$ cat src/sv/rebq_pkg.sv
// rebq_pkg: shared types and constants of the rotary encoder button qualifier
// holds register codes, register reset values, widths and the config struct
// no dependencies
package rebq_pkg;

   // default counter width of the quadrature counter
   localparam int COUNTER_BITS_DEF = 16;

   // configuration port
   localparam int CSR_DATA_W = 32;
   localparam int CSR_ADDR_W = 5;
   localparam int REG_IDX_W  = 3;

   // register indexes, byte address is four times the index
   localparam logic [REG_IDX_W-1:0] REG_DETENT_DIVIDER = 3'd0;
   localparam logic [REG_IDX_W-1:0] REG_HOLD_TIME      = 3'd1;
   localparam logic [REG_IDX_W-1:0] REG_DBL_TAP        = 3'd2;
   localparam logic [REG_IDX_W-1:0] REG_DEBOUNCE       = 3'd3;
   localparam logic [REG_IDX_W-1:0] REG_SPEED_WINDOW   = 3'd4;

   // accepted divider codes
   localparam logic [2:0] DIV_ONE  = 3'd1;
   localparam logic [2:0] DIV_TWO  = 3'd2;
   localparam logic [2:0] DIV_FOUR = 3'd4;

   // register reset values
   localparam logic [2:0]  DIVIDER_RST      = 3'd4;
   localparam logic [15:0] HOLD_TIME_RST    = 16'd1000;
   localparam logic [15:0] DBL_TAP_RST      = 16'd400;
   localparam logic [15:0] DEBOUNCE_RST     = 16'd20;
   localparam logic [15:0] SPEED_WINDOW_RST = 16'd250;

   // speed estimate arithmetic
   localparam int          TIME_W     = 32;
   localparam int          RATE_W     = 16;
   localparam int          SCALE_W    = 10;
   localparam logic [SCALE_W-1:0] RATE_SCALE = 10'd1000;
   localparam int          PROD_W     = TIME_W + SCALE_W;

   // configuration seen by the datapath
   typedef struct packed {
      logic [2:0]  detent_divider;
      logic [15:0] hold_ms;
      logic [15:0] dbl_tap_ms;
      logic [15:0] debounce_ms;
      logic [15:0] speed_window_ms;
      logic        divider_clear;
   } cfg_type;

endpackage

$ cat src/sv/rebq_csr.sv
// rebq_csr: configuration registers behind the apb-style port
// depends on rebq_pkg for register codes, reset values and cfg_type
module rebq_csr (
   input  logic                               clock,
   input  logic                               reset,
   input  logic                               psel,
   input  logic                               penable,
   input  logic                               pwrite,
   input  logic [rebq_pkg::CSR_ADDR_W-1:0]    paddr,
   input  logic [rebq_pkg::CSR_DATA_W-1:0]    pwdata,
   output logic [rebq_pkg::CSR_DATA_W-1:0]    prdata,
   output logic                               pready,
   output rebq_pkg::cfg_type                  cfg
);

   logic [2:0]                     divider_ff;
   logic [15:0]                    hold_time_ff;
   logic [15:0]                    dbl_tap_ff;
   logic [15:0]                    debounce_ff;
   logic [15:0]                    speed_window_ff;
   logic                           wr_en;
   logic                           div_ok;
   logic [rebq_pkg::REG_IDX_W-1:0] idx;

   assign pready = 1'b1;
   assign wr_en  = psel & penable & pwrite;
   assign idx    = paddr[rebq_pkg::CSR_ADDR_W-1:2];
   assign div_ok = (pwdata[2:0] == rebq_pkg::DIV_ONE) || (pwdata[2:0] == rebq_pkg::DIV_TWO)
                || (pwdata[2:0] == rebq_pkg::DIV_FOUR);

   // register writes
   always_ff @(posedge clock) begin
      if (reset) begin
         divider_ff      <= rebq_pkg::DIVIDER_RST;
         hold_time_ff    <= rebq_pkg::HOLD_TIME_RST;
         dbl_tap_ff      <= rebq_pkg::DBL_TAP_RST;
         debounce_ff     <= rebq_pkg::DEBOUNCE_RST;
         speed_window_ff <= rebq_pkg::SPEED_WINDOW_RST;
      end else begin
         if (wr_en) begin
            unique case (idx)
               rebq_pkg::REG_DETENT_DIVIDER: begin
                  if (div_ok) begin
                     divider_ff <= pwdata[2:0];
                  end
               end
               rebq_pkg::REG_HOLD_TIME:    hold_time_ff    <= pwdata[15:0];
               rebq_pkg::REG_DBL_TAP:      dbl_tap_ff      <= pwdata[15:0];
               rebq_pkg::REG_DEBOUNCE:     debounce_ff     <= pwdata[15:0];
               rebq_pkg::REG_SPEED_WINDOW: speed_window_ff <= pwdata[15:0];
               default: ;
            endcase
         end
      end
   end

   // read mux
   always_comb begin
      unique case (idx)
         rebq_pkg::REG_DETENT_DIVIDER: prdata = rebq_pkg::CSR_DATA_W'(divider_ff);
         rebq_pkg::REG_HOLD_TIME:      prdata = rebq_pkg::CSR_DATA_W'(hold_time_ff);
         rebq_pkg::REG_DBL_TAP:        prdata = rebq_pkg::CSR_DATA_W'(dbl_tap_ff);
         rebq_pkg::REG_DEBOUNCE:       prdata = rebq_pkg::CSR_DATA_W'(debounce_ff);
         rebq_pkg::REG_SPEED_WINDOW:   prdata = rebq_pkg::CSR_DATA_W'(speed_window_ff);
         default:                      prdata = '0;
      endcase
   end

   assign cfg.detent_divider  = divider_ff;
   assign cfg.hold_ms         = hold_time_ff;
   assign cfg.dbl_tap_ms      = dbl_tap_ff;
   assign cfg.debounce_ms     = debounce_ff;
   assign cfg.speed_window_ms = speed_window_ff;
   // pulse at the edge that takes an accepted divider write
   assign cfg.divider_clear   = wr_en && (idx == rebq_pkg::REG_DETENT_DIVIDER) && div_ok;

endmodule

$ cat src/sv/rebq_rate_div.sv
// rebq_rate_div: iterative unit for the detents per second estimate
// computes min(65535, sum * 1000 / elapsed), one quotient bit per cycle
// depends on rebq_pkg for widths and the scale constant
module rebq_rate_div (
   input  logic                           clock,
   input  logic                           reset,
   input  logic                           start,
   input  logic [rebq_pkg::TIME_W-1:0]    sum,
   input  logic [rebq_pkg::TIME_W-1:0]    elapsed,
   output logic                           done,
   output logic [rebq_pkg::RATE_W-1:0]    rate
);

   localparam int TW = rebq_pkg::TIME_W;
   localparam int QW = rebq_pkg::RATE_W;
   localparam int PW = rebq_pkg::PROD_W;
   localparam int CW = $clog2(QW);

   localparam logic [1:0] PH_IDLE = 2'd0;
   localparam logic [1:0] PH_MUL  = 2'd1;
   localparam logic [1:0] PH_CHK  = 2'd2;
   localparam logic [1:0] PH_RUN  = 2'd3;

   logic [1:0]    phase_ff;
   logic [CW-1:0] cnt_ff;
   logic          done_ff;
   logic [TW-1:0] num_ff;
   logic [TW-1:0] den_ff;
   logic [PW-1:0] prod_ff;
   logic [TW-1:0] prem_ff;
   logic [QW-1:0] quo_ff;
   logic [QW-1:0] rate_ff;

   logic [TW:0]      trial;
   logic [TW:0]      trial_sub;
   logic             trial_fits;
   logic [PW-QW-1:0] prod_high;
   logic             over;

   // one restoring division step
   assign trial      = {prem_ff, quo_ff[QW-1]};
   assign trial_fits = trial >= {1'b0, den_ff};
   assign trial_sub  = trial - {1'b0, den_ff};

   // quotient reaches 2^16 exactly when the upper product bits reach the divisor
   assign prod_high = prod_ff[PW-1:QW];
   assign over      = TW'(prod_high) >= den_ff;

   // sequencer
   always_ff @(posedge clock) begin
      if (reset) begin
         phase_ff <= PH_IDLE;
         cnt_ff   <= '0;
         done_ff  <= 1'b0;
      end else begin
         done_ff <= 1'b0;
         unique case (phase_ff)
            PH_IDLE: if (start) phase_ff <= PH_MUL;
            PH_MUL:  phase_ff <= PH_CHK;
            PH_CHK: begin
               cnt_ff <= '0;
               if (over) begin
                  phase_ff <= PH_IDLE;
                  done_ff  <= 1'b1;
               end else begin
                  phase_ff <= PH_RUN;
               end
            end
            PH_RUN: begin
               cnt_ff <= cnt_ff + 1'b1;
               if (cnt_ff == CW'(QW - 1)) begin
                  phase_ff <= PH_IDLE;
                  done_ff  <= 1'b1;
               end
            end
            default: phase_ff <= PH_IDLE;
         endcase
      end
   end

   // operands, product, partial remainder and quotient
   always_ff @(posedge clock) begin
      if (phase_ff == PH_IDLE && start) begin
         num_ff <= sum;
         den_ff <= elapsed;
      end
      if (phase_ff == PH_MUL) prod_ff <= num_ff * rebq_pkg::RATE_SCALE;
      if (phase_ff == PH_CHK) begin
         prem_ff <= TW'(prod_high);
         quo_ff  <= prod_ff[QW-1:0];
         if (over) rate_ff <= '1;
      end
      if (phase_ff == PH_RUN) begin
         prem_ff <= trial_fits ? trial_sub[TW-1:0] : trial[TW-1:0];
         quo_ff  <= {quo_ff[QW-2:0], trial_fits};
         if (cnt_ff == CW'(QW - 1)) rate_ff <= {quo_ff[QW-2:0], trial_fits};
      end
   end

   assign done = done_ff;
   assign rate = rate_ff;

endmodule

$ cat src/sv/rotary_encoder_button_qualifier_unit.sv
// rotary_encoder_button_qualifier_unit: detent counter, speed estimate and button qualifier
// depends on rebq_pkg, rebq_csr and rebq_rate_div
//
//   channel  ports                          direction  word
//   req      req_valid / req_ready          in         counter value, button level, time
//   rsp      rsp_valid / rsp_ready          out        detents, speed, button events, totals
//   csr      psel penable pwrite paddr ...  in/out     five registers at 4*index
//
// a poll word passes the rotation and done states, and the speed state if its window closes
// (the rate divider multiplies once, then unless saturated works one quotient bit per cycle)
// reset is synchronous and clears the control and persistent state; no clearing pass
// a new word is taken while the last result still waits in the output register
// the finished result holds until that register is free

module rotary_encoder_button_qualifier_unit #(
   parameter int COUNTER_BITS = rebq_pkg::COUNTER_BITS_DEF
) (
   input  logic                             clock,
   input  logic                             reset,
   input  logic                             req_valid,
   output logic                             req_ready,
   input  logic [15:0]                      req_count_value,
   input  logic                             req_button_raw,
   input  logic [31:0]                      req_now_ms,
   output logic                             rsp_valid,
   input  logic                             rsp_ready,
   output logic signed [15:0]               rsp_detent_steps,
   output logic [15:0]                      rsp_steps_per_second,
   output logic                             rsp_tap,
   output logic                             rsp_dbl_tap,
   output logic                             rsp_hold,
   output logic [31:0]                      rsp_event_count,
   output logic signed [31:0]               rsp_step_total,
   output logic                             rsp_activity_seen,
   input  logic                             psel,
   input  logic                             penable,
   input  logic                             pwrite,
   input  logic [rebq_pkg::CSR_ADDR_W-1:0]  paddr,
   input  logic [rebq_pkg::CSR_DATA_W-1:0]  pwdata,
   output logic [rebq_pkg::CSR_DATA_W-1:0]  prdata,
   output logic                             pready
);

   localparam int CB     = COUNTER_BITS;
   localparam int EXT_W  = CB + 16;
   localparam int SUM_W  = CB + 1;
   localparam int WIDE_W = SUM_W + 16;
   localparam logic signed [WIDE_W-1:0] SAT_HI = WIDE_W'(32767);
   localparam logic signed [WIDE_W-1:0] SAT_LO = WIDE_W'(-32768);

   localparam logic [1:0] ST_IDLE  = 2'd0;
   localparam logic [1:0] ST_ROT   = 2'd1;
   localparam logic [1:0] ST_SPEED = 2'd2;
   localparam logic [1:0] ST_DONE  = 2'd3;

   rebq_pkg::cfg_type cfg;

   logic [1:0]        state_ff;
   logic [CB-1:0]     cnt_ff;
   logic              raw_ff;
   logic [31:0]       now_ff;

   logic [CB-1:0]     prev_ff;
   logic signed [2:0] rem_ff;
   logic              bstate_ff;
   logic [31:0]       bct_ff;
   logic              lr_ff;
   logic [31:0]       lst_ff;
   logic              seen_ff;
   logic [31:0]       wstart_ff;
   logic [31:0]       wsum_ff;
   logic [15:0]       speed_ff;
   logic [31:0]       evc_ff;
   logic [31:0]       total_ff;

   logic signed [15:0] steps_ff;
   logic              sp_ff;
   logic              dc_ff;
   logic              lp_ff;

   logic              rsp_valid_ff;
   logic signed [15:0] rsp_steps_ff;
   logic [15:0]       rsp_speed_ff;
   logic              rsp_sp_ff;
   logic              rsp_dc_ff;
   logic              rsp_lp_ff;
   logic [31:0]       rsp_evc_ff;
   logic [31:0]       rsp_total_ff;
   logic              rsp_seen_ff;

   logic [EXT_W-1:0]        cnt_ext;
   logic [CB-1:0]           diff;
   logic signed [SUM_W-1:0] sum;
   logic signed [SUM_W-1:0] bias;
   logic signed [SUM_W-1:0] det;
   logic signed [SUM_W-1:0] rem_full;
   logic signed [WIDE_W-1:0] det_wide;
   logic [1:0]              shift;
   logic signed [15:0]      steps;
   logic [15:0]             mag;
   logic [32:0]             acc;
   logic [31:0]             wsum_new;
   logic [31:0]             win;
   logic [31:0]             elapsed;
   logic                    win_close;
   logic                    btn_change;
   logic                    bstate_new;
   logic [31:0]             bct_new;
   logic                    lr_new;
   logic                    sp;
   logic                    dc;
   logic                    lp;
   logic                    div_done;
   logic [15:0]             div_rate;
   logic                    out_free;

   rebq_csr u_csr (
      .clock   (clock),
      .reset   (reset),
      .psel    (psel),
      .penable (penable),
      .pwrite  (pwrite),
      .paddr   (paddr),
      .pwdata  (pwdata),
      .prdata  (prdata),
      .pready  (pready),
      .cfg     (cfg)
   );

   rebq_rate_div u_rate_div (
      .clock   (clock),
      .reset   (reset),
      .start   (state_ff == ST_ROT && win_close),
      .sum     (wsum_new),
      .elapsed (elapsed),
      .done    (div_done),
      .rate    (div_rate)
   );

   assign req_ready = (state_ff == ST_IDLE);
   assign out_free  = !rsp_valid_ff || rsp_ready;
   assign cnt_ext   = EXT_W'(req_count_value);

   // rotation: wrapped difference, remainder and truncating division by 1, 2 or 4
   always_comb begin
      shift    = cfg.detent_divider[2] ? 2'd2 : (cfg.detent_divider[1] ? 2'd1 : 2'd0);
      diff     = cnt_ff - prev_ff;
      sum      = SUM_W'($signed(diff)) + SUM_W'(rem_ff);
      bias     = sum[SUM_W-1] ? $signed(SUM_W'(cfg.detent_divider - 3'd1)) : '0;
      det      = (sum + bias) >>> shift;
      rem_full = sum - (det <<< shift);
      det_wide = WIDE_W'(det);
      if (det_wide > SAT_HI) steps = 16'sh7fff;
      else if (det_wide < SAT_LO) steps = 16'sh8000;
      else steps = det_wide[15:0];
   end

   // speed window bookkeeping
   always_comb begin
      mag       = steps[15] ? 16'(-steps) : 16'(steps);
      acc       = {1'b0, wsum_ff} + 33'(mag);
      wsum_new  = acc[32] ? '1 : acc[31:0];
      win       = (cfg.speed_window_ms == '0) ? 32'd1 : 32'(cfg.speed_window_ms);
      elapsed   = now_ff - wstart_ff;
      win_close = elapsed >= win;
   end

   // button debounce, short press, double click and long press
   always_comb begin
      btn_change = (raw_ff != bstate_ff) && ((now_ff - bct_ff) >= 32'(cfg.debounce_ms));
      bstate_new = btn_change ? raw_ff : bstate_ff;
      bct_new    = btn_change ? now_ff : bct_ff;
      lr_new     = lr_ff;
      sp         = 1'b0;
      dc         = 1'b0;
      if (btn_change) begin
         if (raw_ff) begin
            lr_new = 1'b0;
         end else if (!lr_ff) begin
            sp = 1'b1;
            dc = (now_ff - lst_ff) <= 32'(cfg.dbl_tap_ms);
         end
      end
      lp = bstate_new && !lr_new && ((now_ff - bct_new) >= 32'(cfg.hold_ms));
   end

   // sequencer
   always_ff @(posedge clock) begin
      if (reset) begin
         state_ff <= ST_IDLE;
      end else begin
         unique case (state_ff)
            ST_IDLE:  if (req_valid) state_ff <= ST_ROT;
            ST_ROT:   state_ff <= win_close ? ST_SPEED : ST_DONE;
            ST_SPEED: if (div_done) state_ff <= ST_DONE;
            ST_DONE:  if (out_free) state_ff <= ST_IDLE;
            default:  state_ff <= ST_IDLE;
         endcase
      end
   end

   // input word capture
   always_ff @(posedge clock) begin
      if (req_valid && req_ready) begin
         cnt_ff <= cnt_ext[CB-1:0];
         raw_ff <= req_button_raw;
         now_ff <= req_now_ms;
      end
   end

   // persistent state
   always_ff @(posedge clock) begin
      if (reset) begin
         prev_ff   <= '0;
         rem_ff    <= '0;
         bstate_ff <= 1'b0;
         bct_ff    <= '0;
         lr_ff     <= 1'b0;
         lst_ff    <= '0;
         seen_ff   <= 1'b0;
         wstart_ff <= '0;
         wsum_ff   <= '0;
         speed_ff  <= '0;
         evc_ff    <= '0;
         total_ff  <= '0;
      end else begin
         // a divider write drops the remainder
         if (cfg.divider_clear) rem_ff <= '0;
         else if (state_ff == ST_ROT) rem_ff <= rem_full[2:0];
         if (state_ff == ST_ROT) begin
            prev_ff   <= cnt_ff;
            bstate_ff <= bstate_new;
            bct_ff    <= bct_new;
            lr_ff     <= lr_new | lp;
            if (sp) lst_ff <= now_ff;
            if (steps != '0 || btn_change) seen_ff <= 1'b1;
            if (win_close) begin
               wsum_ff   <= '0;
               wstart_ff <= now_ff;
            end else begin
               wsum_ff <= wsum_new;
            end
            total_ff <= total_ff + 32'(steps);
            if (steps != '0 || sp || dc || lp) evc_ff <= evc_ff + 32'd1;
         end
         if (state_ff == ST_SPEED && div_done) speed_ff <= div_rate;
      end
   end

   // per-word event flags
   always_ff @(posedge clock) begin
      if (state_ff == ST_ROT) begin
         steps_ff <= steps;
         sp_ff    <= sp;
         dc_ff    <= dc;
         lp_ff    <= lp;
      end
   end

   // output register
   always_ff @(posedge clock) begin
      if (reset) begin
         rsp_valid_ff <= 1'b0;
      end else if (state_ff == ST_DONE && out_free) begin
         rsp_valid_ff <= 1'b1;
      end else if (rsp_ready) begin
         rsp_valid_ff <= 1'b0;
      end
   end

   always_ff @(posedge clock) begin
      if (state_ff == ST_DONE && out_free) begin
         rsp_steps_ff <= steps_ff;
         rsp_speed_ff <= speed_ff;
         rsp_sp_ff    <= sp_ff;
         rsp_dc_ff    <= dc_ff;
         rsp_lp_ff    <= lp_ff;
         rsp_evc_ff   <= evc_ff;
         rsp_total_ff <= total_ff;
         rsp_seen_ff  <= seen_ff;
      end
   end

   assign rsp_valid            = rsp_valid_ff;
   assign rsp_detent_steps     = rsp_steps_ff;
   assign rsp_steps_per_second = rsp_speed_ff;
   assign rsp_tap              = rsp_sp_ff;
   assign rsp_dbl_tap          = rsp_dc_ff;
   assign rsp_hold             = rsp_lp_ff;
   assign rsp_event_count      = rsp_evc_ff;
   assign rsp_step_total       = $signed(rsp_total_ff);
   assign rsp_activity_seen    = rsp_seen_ff;

endmodule

$ cat config.mk
export PLATFORM = sky130hd
export DESIGN_NAME = rotary_encoder_button_qualifier_unit
export DESIGN_NICKNAME = d
export VERILOG_FILES = /design/src/sv/rebq_pkg.sv /design/src/sv/rebq_csr.sv /design/src/sv/rebq_rate_div.sv /design/src/sv/rotary_encoder_button_qualifier_unit.sv
export SDC_FILE = /design/constraint.sdc
export NUM_CORES = 2
export LEC_CHECK = 0
export ABC_AREA = 1
export ABC_CLOCK_PERIOD_IN_PS = 10900
export BUFFER_PORTS_ARGS = -buffer_cell sky130_fd_sc_hd__buf_4
export CORE_ASPECT_RATIO = 0.75
export CORE_MARGIN = 4
export CORE_UTILIZATION = 40
export DETAILED_ROUTE_END_ITERATION = 10
export HOLD_SLACK_MARGIN = 0.03
export PLACE_DENSITY_LB_ADDON = 0.3
export SYNTH_ARGS = -nofsm -noshare
export SYNTH_HDL_FRONTEND = slang
export SYNTH_HIERARCHICAL = 1
export SYNTH_SLANG_ARGS = --single-unit
$ cat constraint.sdc
create_clock -name clock -period 10.9 [get_ports clock]
set_input_delay 1.09 -clock clock [delete_from_list [all_inputs] [get_ports clock]]
set_output_delay 1.09 -clock clock [all_outputs]
set_load 0.01 [all_outputs]
==> qor.yml <==
status: "completed"
path_clk_slew_ns: 0.07
drt_first_pass_iters: 5
crit_arrival_ns: 10.44
hold_depth: 0
post_drt_wl_per_cell_um: 18.06
crit_path_start_kind: "flop"
synth-compound-area-share_pct: 13.12
start_util_pct: 40.61
core_area_um2: 118700
synth_top_family_by_area: "simple AND/OR/NAND/NOR gates"
fillers: 11980
antenna_left: 0
track_usage_pct: 22.93
path_buf_inv: 8
path_max_fanout: 22
postSynthCellCount: 6397
fin_crit_sh_pct: 90.09
synthSimpleGateAreaFrac_pct: 23.36
synthArstFlopShare_pct: 0
ys_top_cells_by_area: "edfxtp_1 (20%), dfxtp_1 (13%), ha_1 (11%), nand2_1 (11%), inv_1 (7.7%)"
maxCapViolations: 0
hold_class: "reg -> reg"
grt_max_degree: 113
cts_made_buffers: 76
yosysTopAreaCellShare_pct: 19.88
critical-path-top-delay-family: "simple AND/OR/NAND/NOR gates"
ys_seq_elements: 642
crit_type: "reg -> reg"
yosysSeqAreaShare_pct: 33.30
clock_tree.buffer_depth: 3
min_period_ns: 9.820
synth_edf_count: 319
area_delta_synth_final_pct: 11.76
first_iter_violations: 3849
ys_warn_count: 6
cts.sinks: 642
grt_pass1_wl_um: 228800
htree_levels: 3
relSlewSlack_pct: 24.36
timing.critical_path.depth: 68
rsz0062_at_grt: "no"
die_h_um: 308.6
largest_register_ffs: 39
gp_congestion: 0.9826
rows: 109
die-area_um2: 126100
num_vias: 42900
finalNetCount: 7238
cts_tree: "done"
clk_latency_ns: 0.70
drt_wl_total_um: 148100
grt_pass1_vias: 39590
synthFlopType: "dfxtp_1"
antennaDiodeCount: 0
synthMostInstantiatedCell: "nand2_1"
synth.cell_area_um2: 48180
root_buffer: "clkbuf_16"
die_x_um: 408.8
antenna_found_initial: 6
synth.largest_area_cell: "edfxtp_1"
r2r_cells: 68
critPathCaptureType: "flop"
slew_violations: 0
synth_xor_area_share_pct: 4.235
finalSetupTns_ns: 0
synth.avg_cell_area_um2: 7.532
drc: 0
ioPinCount: 228
worst_ep_required_time_ns: 11.52
place_hpwl_um: 117700
path_common_cell: "nand2_1"
hold_viol: 0
overflow: 0
port_buffers: 192
fmax_ghz: 0.1018
layout-drive-gt1-share_pct: 7.702
setup_viol: 0
top_register: "u_rate_div/prod_ff"
finClkSkew_ns: 0.04956
synth.area.mux_share_pct: 0
critPathSlowestCell: "edfxtp_1"
synthTopCellsByCount: "nand2_1 (1427), inv_1 (983), nor2_1 (593), a21oi_1 (547), ha_1 (432)"
critical-path-max-stage-delay_ns: 0.39
ys_types: 61
tightestPinTransition_ns: 1.135
yosys.area_share.adder_pct: 16.54
via_per_inst: 5.230
cts_hold_buf: 0
## layout make-up
class	count	area [um2]	share of cell area, %
Inverter	997	3745	6.954
Tap cell	1554	1944	3.611
Clock inverter	47	470.5	0.8736
Timing Repair Buffer	245	1839	3.416
Sequential cell	642	16050	29.80
Multi-Input combinational cell	4623	27720	51.48
Clock buffer	94	2082	3.866
## worst paths after layout
kind	from	to	slack, ns
max	cnt_ff[2]	wsum_ff[27]	1.08
min	steps_ff[12]	rsp_detent_steps[12]	0.41
max reg2reg	cnt_ff[2]	wsum_ff[27]	1.08
min reg2reg	steps_ff[12]	rsp_detent_steps[12]	0.41
## metrics by stage
step | std cells | cell area (um2) | worst slack (ns) | hold slack (ns) | utilization, %
floorplan | 6412 | 48240 | 2.239 | 0.4003 | -
global placement | 8056 | 51240 | 0.2882 | 0.4017 | 43.18
detailed placement | 8056 | 51240 | 0.1984 | 0.4045 | 43.18
CTS | 8197 | 53790 | 0.1185 | 0.4153 | 45.33
global route | 8202 | 53850 | 0.02269 | 0.4131 | 45.38
finish | 8202 | 53850 | 1.080 | 0.4096 | 45.38
## metal layers
layer | wire length (um) | GRT usage (%)
met5 | 20 | 0
met4 | 2522 | 4.493
met3 | 11870 | 4.295
met2 | 58060 | 32.01
met1 | 75660 | 36.41
## kinds of logic (layout without fill, tap and decap cells)
logic type | after synthesis | count (layout)
AOI/OAI and AO/OA | 1161 | 1161
xor gates and xnor gates | 233 | 233
adders and majority gates | 560 | 560
buffers and inverters | 1148 | 1383
DFF | 642 | 642
other | 2 | 17
and+or+nand+nor | 2651 | 2652
## cells in the final DEF, fill, tap and decap left out, drive strengths merged, types with 15 or more instances in the layout
cell type  Yosys  final
a21oi        570    570
o211ai        28     28
nand3b        39     39
nand3        329    330
ha           432    432
nor4          20     20
inv          995   1007
buf           76    245
nand4         87     87
fa           128    128
xnor2         73     73
edfxtp       319    319
nand2       1468   1468
conb           2     17
clkbuf        75     94
clkinv         2     24
a211oi        15     15
a21o          26     26
nor3          74     74
o21ai        420    420
nor2         609    609
xor2         160    160
dfxtp        323    323
o21bai        35     35
## what timing repair did
item,in CTS,in global routing
setup buffers,0,4
resized for setup,0,8
setup endpoints to repair,0,63
Power is not shown: default switching activity piles up to over one toggle a cycle in this logic, so the estimate is an artifact.
